$ cat src/hw/rtl/ps2a_pkg.sv
package ps2a_pkg;

  localparam logic [7:0] ScPrefix  = 8'hE0;
  localparam logic [7:0] ScKpDel   = 8'h53;
  localparam logic [6:0] ScLShift  = 7'd42;
  localparam logic [6:0] ScRShift  = 7'd54;
  localparam logic [6:0] ScCaps    = 7'd58;
  localparam logic [6:0] ChBackspc = 7'h08;

  typedef enum logic [1:0] {
    OP_NONE = 2'd0,
    OP_PUSH = 2'd1,
    OP_POP  = 2'd2
  } op_kind_e;

  typedef struct packed {
    op_kind_e   kind;
    logic [6:0] ch;
  } op_t;

  // US layout, unshifted; zero means no character
  function automatic logic [6:0] plain_char(input logic [6:0] code);
    logic [6:0] ch;
    ch = 7'h00;
    case (code)
      7'd1:  ch = 7'h1B;
      7'd2:  ch = 7'h31;
      7'd3:  ch = 7'h32;
      7'd4:  ch = 7'h33;
      7'd5:  ch = 7'h34;
      7'd6:  ch = 7'h35;
      7'd7:  ch = 7'h36;
      7'd8:  ch = 7'h37;
      7'd9:  ch = 7'h38;
      7'd10: ch = 7'h39;
      7'd11: ch = 7'h30;
      7'd12: ch = 7'h2D;
      7'd13: ch = 7'h3D;
      7'd14: ch = 7'h08;
      7'd15: ch = 7'h09;
      7'd16: ch = 7'h71;
      7'd17: ch = 7'h77;
      7'd18: ch = 7'h65;
      7'd19: ch = 7'h72;
      7'd20: ch = 7'h74;
      7'd21: ch = 7'h79;
      7'd22: ch = 7'h75;
      7'd23: ch = 7'h69;
      7'd24: ch = 7'h6F;
      7'd25: ch = 7'h70;
      7'd26: ch = 7'h5B;
      7'd27: ch = 7'h5D;
      7'd28: ch = 7'h0A;
      7'd30: ch = 7'h61;
      7'd31: ch = 7'h73;
      7'd32: ch = 7'h64;
      7'd33: ch = 7'h66;
      7'd34: ch = 7'h67;
      7'd35: ch = 7'h68;
      7'd36: ch = 7'h6A;
      7'd37: ch = 7'h6B;
      7'd38: ch = 7'h6C;
      7'd39: ch = 7'h3B;
      7'd40: ch = 7'h27;
      7'd41: ch = 7'h60;
      7'd43: ch = 7'h5C;
      7'd44: ch = 7'h7A;
      7'd45: ch = 7'h78;
      7'd46: ch = 7'h63;
      7'd47: ch = 7'h76;
      7'd48: ch = 7'h62;
      7'd49: ch = 7'h6E;
      7'd50: ch = 7'h6D;
      7'd51: ch = 7'h2C;
      7'd52: ch = 7'h2E;
      7'd53: ch = 7'h2F;
      7'd55: ch = 7'h2A;
      7'd57: ch = 7'h20;
      7'd71: ch = 7'h37;
      7'd72: ch = 7'h38;
      7'd73: ch = 7'h39;
      7'd74: ch = 7'h2D;
      7'd75: ch = 7'h34;
      7'd76: ch = 7'h35;
      7'd77: ch = 7'h36;
      7'd78: ch = 7'h2B;
      7'd79: ch = 7'h31;
      7'd80: ch = 7'h32;
      7'd81: ch = 7'h33;
      7'd82: ch = 7'h30;
      7'd83: ch = 7'h2E;
      default: ch = 7'h00;
    endcase
    return ch;
  endfunction

  // top-row digits only; keypad digits keep their plain form
  function automatic logic [6:0] shift_digit(input logic [6:0] code, input logic [6:0] ch);
    logic [6:0] r;
    r = ch;
    case (code)
      7'd2:  r = 7'h21;
      7'd3:  r = 7'h40;
      7'd4:  r = 7'h23;
      7'd5:  r = 7'h24;
      7'd6:  r = 7'h25;
      7'd7:  r = 7'h5E;
      7'd8:  r = 7'h26;
      7'd9:  r = 7'h2A;
      7'd10: r = 7'h28;
      7'd11: r = 7'h29;
      default: r = ch;
    endcase
    return r;
  endfunction

endpackage

$ cat src/hw/rtl/ps2a_front.sv
module ps2a_front import ps2a_pkg::*; (
  input  logic       clk_i,
  input  logic       rst_ni,
  input  logic       take_i,
  input  logic       cmd_i,
  input  logic [7:0] scan_byte_i,
  output op_t        op_o
);

  logic shift_q, shift_d;
  logic caps_q, caps_d;
  logic prefix_q, prefix_d;
  logic [6:0] low7;
  logic [6:0] plain;

  assign low7  = scan_byte_i[6:0];
  assign plain = plain_char(low7);

  always_comb begin
    op_o.kind = OP_NONE;
    op_o.ch   = 7'h00;
    shift_d   = shift_q;
    caps_d    = caps_q;
    prefix_d  = prefix_q;
    if (cmd_i) begin
      op_o.kind = OP_POP;
    end else if (scan_byte_i == ScPrefix) begin
      prefix_d = 1'b1;
    end else if (scan_byte_i[7]) begin
      prefix_d = 1'b0;
      if (low7 == ScLShift || low7 == ScRShift) begin
        shift_d = 1'b0;
      end
    end else if (prefix_q) begin
      prefix_d = 1'b0;
      if (scan_byte_i == ScKpDel) begin
        op_o.kind = OP_PUSH;
        op_o.ch   = ChBackspc;
      end
    end else if (low7 == ScLShift || low7 == ScRShift) begin
      shift_d = 1'b1;
    end else if (low7 == ScCaps) begin
      caps_d = ~caps_q;
    end else if (plain != 7'h00) begin
      op_o.kind = OP_PUSH;
      op_o.ch   = plain;
      if (plain >= 7'h61 && plain <= 7'h7A) begin
        if (shift_q ^ caps_q) begin
          op_o.ch = plain - 7'h20;
        end
      end else if (plain >= 7'h30 && plain <= 7'h39) begin
        if (shift_q) begin
          op_o.ch = shift_digit(low7, plain);
        end
      end
    end
  end

  always_ff @(posedge clk_i or negedge rst_ni) begin
    if (!rst_ni) begin
      shift_q  <= 1'b0;
      caps_q   <= 1'b0;
      prefix_q <= 1'b0;
    end else if (take_i) begin
      shift_q  <= shift_d;
      caps_q   <= caps_d;
      prefix_q <= prefix_d;
    end
  end

endmodule

$ cat src/hw/rtl/ps2a_queue.sv
module ps2a_queue import ps2a_pkg::*; (
  input  logic clk_i,
  input  logic rst_ni,
  input  logic push_i,
  input  op_t  op_i,
  output logic full_o,
  input  logic pop_i,
  output logic nonempty_o,
  output op_t  op_o
);

  op_t        slot_q [2];
  logic       wr_q, rd_q;
  logic [1:0] cnt_q;
  logic       do_push, do_pop;

  assign full_o     = (cnt_q == 2'd2);
  assign nonempty_o = (cnt_q != 2'd0);
  assign op_o       = slot_q[rd_q];
  assign do_push    = push_i && !full_o;
  assign do_pop     = pop_i && nonempty_o;

  always_ff @(posedge clk_i) begin
    if (do_push) begin
      slot_q[wr_q] <= op_i;
    end
  end

  always_ff @(posedge clk_i or negedge rst_ni) begin
    if (!rst_ni) begin
      wr_q  <= 1'b0;
      rd_q  <= 1'b0;
      cnt_q <= 2'd0;
    end else begin
      if (do_push) begin
        wr_q <= ~wr_q;
      end
      if (do_pop) begin
        rd_q <= ~rd_q;
      end
      if (do_push && !do_pop) begin
        cnt_q <= cnt_q + 2'd1;
      end else if (do_pop && !do_push) begin
        cnt_q <= cnt_q - 2'd1;
      end
    end
  end

endmodule

$ cat src/hw/rtl/ps2a_back.sv
module ps2a_back import ps2a_pkg::*; #(
  parameter int FIFO_DEPTH = 256
) (
  input  logic       clk_i,
  input  logic       rst_ni,
  input  logic       op_valid_i,
  input  op_t        op_i,
  output logic       op_take_o,
  output logic       out_valid_o,
  input  logic       out_stall_i,
  output logic       char_valid_o,
  output logic [6:0] char_code_o,
  output logic       overflow_o,
  output logic [8:0] fill_level_o
);

  localparam int PTR_W = $clog2(FIFO_DEPTH);
  localparam int CNT_W = $clog2(FIFO_DEPTH + 1);
  localparam int EXT_W = CNT_W + 9;
  localparam logic [PTR_W-1:0] PtrLast = PTR_W'(FIFO_DEPTH - 1);
  localparam logic [CNT_W-1:0] CntFull = CNT_W'(FIFO_DEPTH);

  logic [6:0]       mem_q [FIFO_DEPTH];
  logic [6:0]       rdata_q;
  logic [PTR_W-1:0] wp_q, rp_q;
  logic [CNT_W-1:0] cnt_q, cnt_d;
  logic [EXT_W-1:0] cnt_ext;
  logic             out_valid_q, char_valid_q, ovf_q;
  logic [8:0]       fill_q;
  logic             do_push, do_pop, ovf_d;

  assign op_take_o = op_valid_i && (!out_valid_q || !out_stall_i);
  assign do_pop    = op_take_o && (op_i.kind == OP_POP) && (cnt_q != '0);
  assign do_push   = op_take_o && (op_i.kind == OP_PUSH) && (cnt_q != CntFull);
  assign ovf_d     = (op_i.kind == OP_PUSH) && (cnt_q == CntFull);

  always_comb begin
    cnt_d = cnt_q;
    if (do_push) begin
      cnt_d = cnt_q + CNT_W'(1);
    end else if (do_pop) begin
      cnt_d = cnt_q - CNT_W'(1);
    end
  end

  assign cnt_ext = EXT_W'(cnt_d);

  always_ff @(posedge clk_i) begin
    if (do_push) begin
      mem_q[wp_q] <= op_i.ch;
    end
    if (do_pop) begin
      rdata_q <= mem_q[rp_q];
    end
  end

  always_ff @(posedge clk_i or negedge rst_ni) begin
    if (!rst_ni) begin
      wp_q         <= '0;
      rp_q         <= '0;
      cnt_q        <= '0;
      out_valid_q  <= 1'b0;
      char_valid_q <= 1'b0;
      ovf_q        <= 1'b0;
      fill_q       <= 9'd0;
    end else begin
      if (do_push) begin
        wp_q <= (wp_q == PtrLast) ? '0 : wp_q + PTR_W'(1);
      end
      if (do_pop) begin
        rp_q <= (rp_q == PtrLast) ? '0 : rp_q + PTR_W'(1);
      end
      cnt_q <= cnt_d;
      if (op_take_o) begin
        out_valid_q  <= 1'b1;
        char_valid_q <= do_pop;
        ovf_q        <= ovf_d;
        fill_q       <= cnt_ext[8:0];
      end else if (!out_stall_i) begin
        out_valid_q <= 1'b0;
      end
    end
  end

  assign out_valid_o  = out_valid_q;
  assign char_valid_o = char_valid_q;
  assign char_code_o  = char_valid_q ? rdata_q : 7'h00;
  assign overflow_o   = ovf_q;
  assign fill_level_o = fill_q;

endmodule

$ cat src/hw/rtl/ps2_scancode_to_ascii_fifo.sv
// Path: input is registered in the 2-entry queue, then in the output registers.
// Throughput: one item per cycle; the front decodes and pushes into a 2-entry
// queue, the back does one character FIFO push or pop per cycle.
// Input stalls only when the queue is full behind a stalled output.
// Reset: async active low; flags, pointers and count clear, FIFO data is not cleared.
module ps2_scancode_to_ascii_fifo import ps2a_pkg::*; #(
  parameter int FIFO_DEPTH = 256
) (
  input  logic       clk_i,
  input  logic       rst_ni,
  input  logic       in_valid_i,
  output logic       in_stall_o,
  input  logic       cmd_i,
  input  logic [7:0] scan_byte_i,
  output logic       out_valid_o,
  input  logic       out_stall_i,
  output logic       char_valid_o,
  output logic [6:0] char_code_o,
  output logic       overflow_o,
  output logic [8:0] fill_level_o
);

  op_t  front_op, queue_op;
  logic q_full, q_nonempty, take, back_take;

  assign in_stall_o = q_full;
  assign take       = in_valid_i && !q_full;

  ps2a_front u_front (
    .clk_i       (clk_i),
    .rst_ni      (rst_ni),
    .take_i      (take),
    .cmd_i       (cmd_i),
    .scan_byte_i (scan_byte_i),
    .op_o        (front_op)
  );

  ps2a_queue u_queue (
    .clk_i      (clk_i),
    .rst_ni     (rst_ni),
    .push_i     (take),
    .op_i       (front_op),
    .full_o     (q_full),
    .pop_i      (back_take),
    .nonempty_o (q_nonempty),
    .op_o       (queue_op)
  );

  ps2a_back #(
    .FIFO_DEPTH (FIFO_DEPTH)
  ) u_back (
    .clk_i        (clk_i),
    .rst_ni       (rst_ni),
    .op_valid_i   (q_nonempty),
    .op_i         (queue_op),
    .op_take_o    (back_take),
    .out_valid_o  (out_valid_o),
    .out_stall_i  (out_stall_i),
    .char_valid_o (char_valid_o),
    .char_code_o  (char_code_o),
    .overflow_o   (overflow_o),
    .fill_level_o (fill_level_o)
  );

endmodule
$ cat config.mk
export PLATFORM = sky130hd
export DESIGN_NAME = ps2_scancode_to_ascii_fifo
export DESIGN_NICKNAME = d
export VERILOG_FILES = /design/src/hw/rtl/ps2a_pkg.sv /design/src/hw/rtl/ps2a_front.sv /design/src/hw/rtl/ps2a_queue.sv /design/src/hw/rtl/ps2a_back.sv /design/src/hw/rtl/ps2_scancode_to_ascii_fifo.sv
export SDC_FILE = /design/constraint.sdc
export NUM_CORES = 2
export LEC_CHECK = 0
export ABC_AREA = 1
export BUFFER_PORTS_ARGS = -buffer_cell sky130_fd_sc_hd__buf_2
export CAP_MARGIN = 20
export CORE_ASPECT_RATIO = 1.4
export CORE_UTILIZATION = 38
export CTS_CLUSTER_SIZE = 10
export DETAILED_ROUTE_END_ITERATION = 8
export HOLD_SLACK_MARGIN = 0.06
export PLACE_DENSITY_LB_ADDON = 0.12
export REMOVE_ABC_BUFFERS = 1
export SKIP_CTS_REPAIR_TIMING = 1
export SKIP_LAST_GASP = 1
export SLEW_MARGIN = 15
export SYNTH_ARGS = -nofsm -noshare
export SYNTH_HDL_FRONTEND = slang
export SYNTH_HIERARCHICAL = 1
export SYNTH_SLANG_ARGS = --single-unit
export TNS_END_PERCENT = 30
$ cat constraint.sdc
create_clock -name clk_i -period 4 [get_ports clk_i]
set_input_delay 0 -clock clk_i [delete_from_list [all_inputs] [get_ports clk_i]]
set_output_delay 0 -clock clk_i [all_outputs]
set_load 0.05 [all_outputs]
Word-level counts from Yosys, hierarchy flattened:

Memories as Yosys holds them, arrays and structs flattened. A register that Yosys moved wholly into a read port is not among the register bits.
Cells that the tools add are included.

* flip-flop bits (word level): 44
* bits in writable memories: 1810
* bits in read-only memories: 896
* input port bits: 13
* output and inout port bits: 20
* word-level logic and storage cells: 119
* memories: 3

Memories
* u_back.mem_q: words 256, bits a word 7, read ports 1, clocked after Yosys merged registers in 1, write ports 1, RTL line ps2a_back.sv:23 `logic [6:0] mem_q [FIFO_DEPTH];`
* (name not given): words 128, bits a word 7, read ports 1, clocked after Yosys merged registers in 0, write ports 0, RTL line ps2a_pkg.sv:25 `case (code)`
* u_queue.slot_q: words 2, bits a word 9, read ports 1, clocked after Yosys merged registers in 0, write ports 1, RTL line ps2a_queue.sv:12 `op_t slot_q [2];`

* $add $sub $neg: 7
* magnitude comparators: 4
* eq/ne operators: 24
* mux-type cells: 32
* bitwise logic cells: 9
* reductions and logical operators: 27

Operators by type and width (number)
* $pmux 7 s10: 1
* $mux 9: 7
* $mux 7: 6
* $mux 8: 4
* $eq 7x3->1 const B: 4
* $eq 7x4->1 const B: 4
* $eq 8x8->1 const B: 3
* $eq 7x6->1 const B: 3
* $add 8x1->8 const B: 2
* $eq 7x2->1 const B: 2
* $logic_and 1x1->1: 13
* $mux 1: 11
* $add 9x1->9 const B: 1
* $eq 9x9->1 const B: 1
* $ne 9x9->1 const B: 1
* $reduce_bool 9->1: 1
* $sub 9x1->9 const B: 1
* $eq 8x7->1 const B: 1
* $not 1->1: 8
* $ge 7x6->1 const B: 1
* $ge 7x7->1 const B: 1
* $le 7x6->1 const B: 1
* $le 7x7->1 const B: 1
* $reduce_and 7->1: 1
* other kinds (15): 24

Logic depth before layout (Yosys ltp):

* depth after elaboration: 12
* mapped depth: 22
* depth with buffers taken out: 21

Modules after synthesis:

The synthesis kept the hierarchy.

Modules (own cells, without submodules)
* ps2a_back: times used 1, cells an instance 6977, area each 76741.1 µm², sequential area each 54947.7 µm²
* ps2a_front: times used 1, cells an instance 327, area each 1670.4 µm², sequential area each 75.1 µm²
* ps2a_queue: times used 1, cells an instance 78, area each 892.1 µm², sequential area each 640.6 µm²
* ps2_scancode_to_ascii_fifo: times used 1, cells an instance 2, area each 10.0 µm², sequential area each 0.0 µm²

Worst setup path before layout:

No wires, ideal clock.

* path type: flip-flop to flip-flop
* start point: reg u_queue.rd_q
* end point: mem u_back.mem_q[0][0] (data pin)
* setup time: 824 ps
* arrival: 3573 ps
* data required time: 3176 ps
* slack: -397 ps
* cell stages (with the launch flop): 4
* buffers on the path: 0
* clock period less this slack: 4397 ps
* cell sequence: dfrtp_1 inv_2 nand2_1 nand2_1

RTL lines
* start: declaration: RTL line ps2a_queue.sv:13 `logic wr_q, rd_q;`
* start signal: assignment: RTL line ps2a_queue.sv:39 `rd_q <= ~rd_q;`
* end: declaration: RTL line ps2a_back.sv:23

==> key figures <==
Global route
  • Aggregate global-route resource usage: 22.3%
  • Initial antenna violation count: 5
  • Largest net degree at the start of global routing: 153
  • GR Overflow Total: 0
  • Vias in the first global route: 52800
  • First-pass GRT wire length: 348000 um

Floorplan
  • Die height: 543 um
  • Num ports: 33
  • Die ar.: 211000 um2
  • Core box area: 208000 um2
  • Die W: 388 um
  • Site Rows: 198
  • Initial Util: 38.2%

CTS
  • Worst-path clk slew: 0.06 ns
  • CTS tree: done
  • Clk_lat worst skew: 0.87 ns
  • Longest Clk Path Bufs: 4
  • Root Buffer: clkbuf_16
  • Clock sink count: 1861
  • Inserted Clock Buffers: 214
  • H-tree depth: 4

Synthesis
  • Yosys Warn Count: 6
  • Yosys top cell area share: 68.8%
  • Synth Area in XOR/XNOR: 0.221%
  • Post-synthesis adder-cell area fraction: 0.316%
  • Post-synth top area cell: edfxtp_1
  • Syn Inst Count: 7384
  • Synthesized flop and latch total: 1861
  • Post-synthesis mux area share: 0%
  • Synth Area in Compound Gates: 1.87%
  • Post-synthesis async set-or-reset flop share: 2.36%
  • Post-synthesis sequential area ratio: 70.2%
  • Post-synth cell types: 42
  • Ys flop type: edfxtp_1
  • Post-synth EDFFs: 1817
  • Combinational family with the most area after synthesis: simple AND/OR/NAND/NOR gates
  • Synth area leaders: edfxtp_1 69%, nand2_1 11%, nand3_1 8.1%
  • Syn Std Cell Area: 79300 um2
  • Simple-Gate Fraction of Synth Area: 22.8%
  • Avg Inst Size Synth: 10.7 um2

Pwr
  • Pwr dens: 745 nW/um2
  • Leakage: 33.4 nW
  • IR drop worst, VDD: 722 uV
  • Final Total Pwr: 0.0663 W

Placed design
  • Detailed Place HPWL: 141000 um
  • Number of I/O port buffers: 32
  • Placer Congestion: 0.880

Finish
  • Layout area overhead: 12.2%
  • Final Net Count: 7434
  • Post-layout util: 42.9%
  • Ratio of cells with drive above 1 in the final layout: 6.86%

Setup path
  • Worst setup SP type: flop
  • CP Data Arrival Time: 3.97 ns
  • Critical path endpoint category: flop
  • CP max stage delay: 0.53 ns
  • Req. time, crit path: 4.45 ns
  • Slowest cell on crit path: dfrtp_1
  • WS Path Type: flop to flop
  • Sequence of cells on the critical path: inv_2 -> nand2_1 -> nand2_1 -> inv_1 -> nand2_1 -> nor2_1 -> nand2_2 -> nor2_1 -> nand3_2 -> buf_4 -> nor2_1
  • CP max FO: 11

Drt
  • Via-to-Cell Ratio: 5.20
  • Initial DRC Count: 4141
  • WL final: 237000 um
  • Via count: 52900
  • Initial DRT Pass Iterations: 6
  • # DRC: 0
  • Post-DRT Antenna Nets: 0
  • DR WL/cell: 23.4 um

Min path
  • Hold crit path type: input pin to flop

Timing
  • FMAX: 284 MHz
  • Final Max Tran Viols: 0
  • Final setup fails: 0
  • Final hold vios: 0
  • Worst slew pin tran: 1.10 ns
  • Tmin final: 3.52 ns
  • Worst slew margin: 26.2%
  • Tcrit/Tclk final: 87.9%
  • Clock skew: 0.0544 ns
  • RSZ-0062 raised after global routing: no

Flow run
  • Maxcap violations: 0

Outcome
  • Status: finished clean
-- layout make-up --
class,instances,area [um2]
Sequential cell,1861,55700
Timing Repair Buffer,239,2520
Clock buffer,268,5610
Antenna cell,2,5.00
Inverter,423,1620
Fill cell,19700,119000
Clock inverter,9,134
Multi-Input combinational cell,4662,20100
Tap cell,2700,3380
-- path summary, 6_finish.rpt --
check	startpoint	end	slack, ns	cells after the start
min	scan_byte_i[4]	u_queue/slot_q[0][7]	0.03	6
max in group asynchronous	rst_ni	u_back/rp_q[3]	3.09	4
min reg2reg	u_back/fill_level_o[4]	u_back/fill_level_o[4]	0.48	2
min in group asynchronous	rst_ni	u_front/prefix_q	0.35	4
max	u_queue/rd_q	u_back/mem_q[190][1]	0.48	11
max reg2reg	u_queue/rd_q	u_back/mem_q[190][1]	0.48	11
-- per-stage QoR --
stage                     setup slack (ns)  setup TNS, ns  instance area, um2  hold slack, ns  instances
after floorplan                     -41.80       -1450.83               77200          -0.296       6946
after global placement               0.579              0               83100           0.164       9871
after detailed placement             0.526              0               83100           0.166       9871
after CTS                            0.502              0               88900          -0.776      10100
after global routing                 0.240              0               89000          0.0985      10200
final                                0.483              0               89000          0.0315      10200
-- critical path: cells and delay by family, from the launching register on --
| family | cells | cell delay [ns] |
|---|---|---|
| buffers and inverters | 3 | 0.63 |
| DFF | 1 | 0.53 |
| and+or+nand+nor | 8 | 1.95 |
-- registers in the layout, summed over array words and instances, names as in the netlist --
| register | count |
|---|---|
| u_queue/wr_q | 1 |
| u_back/out_valid_o | 1 |
| u_queue/slot_q | 18 |
| u_front/shift_q | 1 |
| u_front/prefix_q | 1 |
| u_back/rdata_q | 7 |
| u_back/fill_level_o | 9 |
| u_back/cnt_q | 9 |
| u_back/mem_q | 1792 |
| u_queue/rd_q | 1 |
| u_queue/cnt_q | 2 |
| u_back/char_valid_o | 1 |
| u_front/caps_q | 1 |
| u_back/wp_q | 8 |
| u_back/overflow_o | 1 |
| u_back/rp_q | 8 |
-- power by group --
group          internal [W]  leakage (nW)  switching, W  total (W)
Combinational       0.00582          13.7        0.0182     0.0240
Sequential           0.0248          16.9      0.000393     0.0252
Clock               0.00978          2.79       0.00733     0.0171
-- cells by family after synthesis --
logic type / Yosys count
flip-flops: 1861
adder cells (fa/ha/maj): 20
buffers and inverters: 861
AND/OR/NAND/NOR: 4354
AO/OA/AOI/OAI: 268
XOR/XNOR: 20
-- cells in the final DEF (no fill, tap or decap), drive strengths merged --
cell type    instances
a211oi               1
a21oi               38
a31oi                6
a32o                 2
a32oi                1
a41oi                1
and2                 1
buf                225
bufinv               2
clkbuf             268
clkinv               5
clkinvlp             1
dfrtp               44
diode                2
dlygate4sd3         14
edfxtp            1817
ha                  20
inv                424
nand2             2426
nand3             1280
nand4               12
nor2               620
nor3                10
nor4                 4
o2111ai              1
o211ai              36
o21ai              178
o21bai               1
o22ai                3
or2                  1
xnor2                3
xor2                17
-- routing by layer --
metal	vias up	global-route usage (%)	part of all wire [%]
met1	26000	27.1	40
met4	0	9.00	4.0
met3	429	2.57	4.4
li1	25000	-	-
met2	1387	40.0	51
met5	-	0	0
-- cell usage after synthesis (2+ instances only) --
library cell,count
nand2_2,8
buf_6,9
buf_4,25
nand3_1,1280
o21ai_0,129
o22ai_1,3
ha_1,20
buf_2,227
xor2_1,17
o211ai_1,35
nor2_1,610
clkbuf_1,124
buf_1,52
inv_2,13
nand2_1,2418
nor2_2,8
a32o_1,2
nor3_1,9
dfrtp_1,44
xnor2_1,3
o21ai_1,48
a31oi_1,6
inv_1,405
nor2_4,2
edfxtp_1,1817
clkinv_1,4
a21oi_1,37
nand4_1,12
nor4_1,4
(Power assumes the default switching activity.)
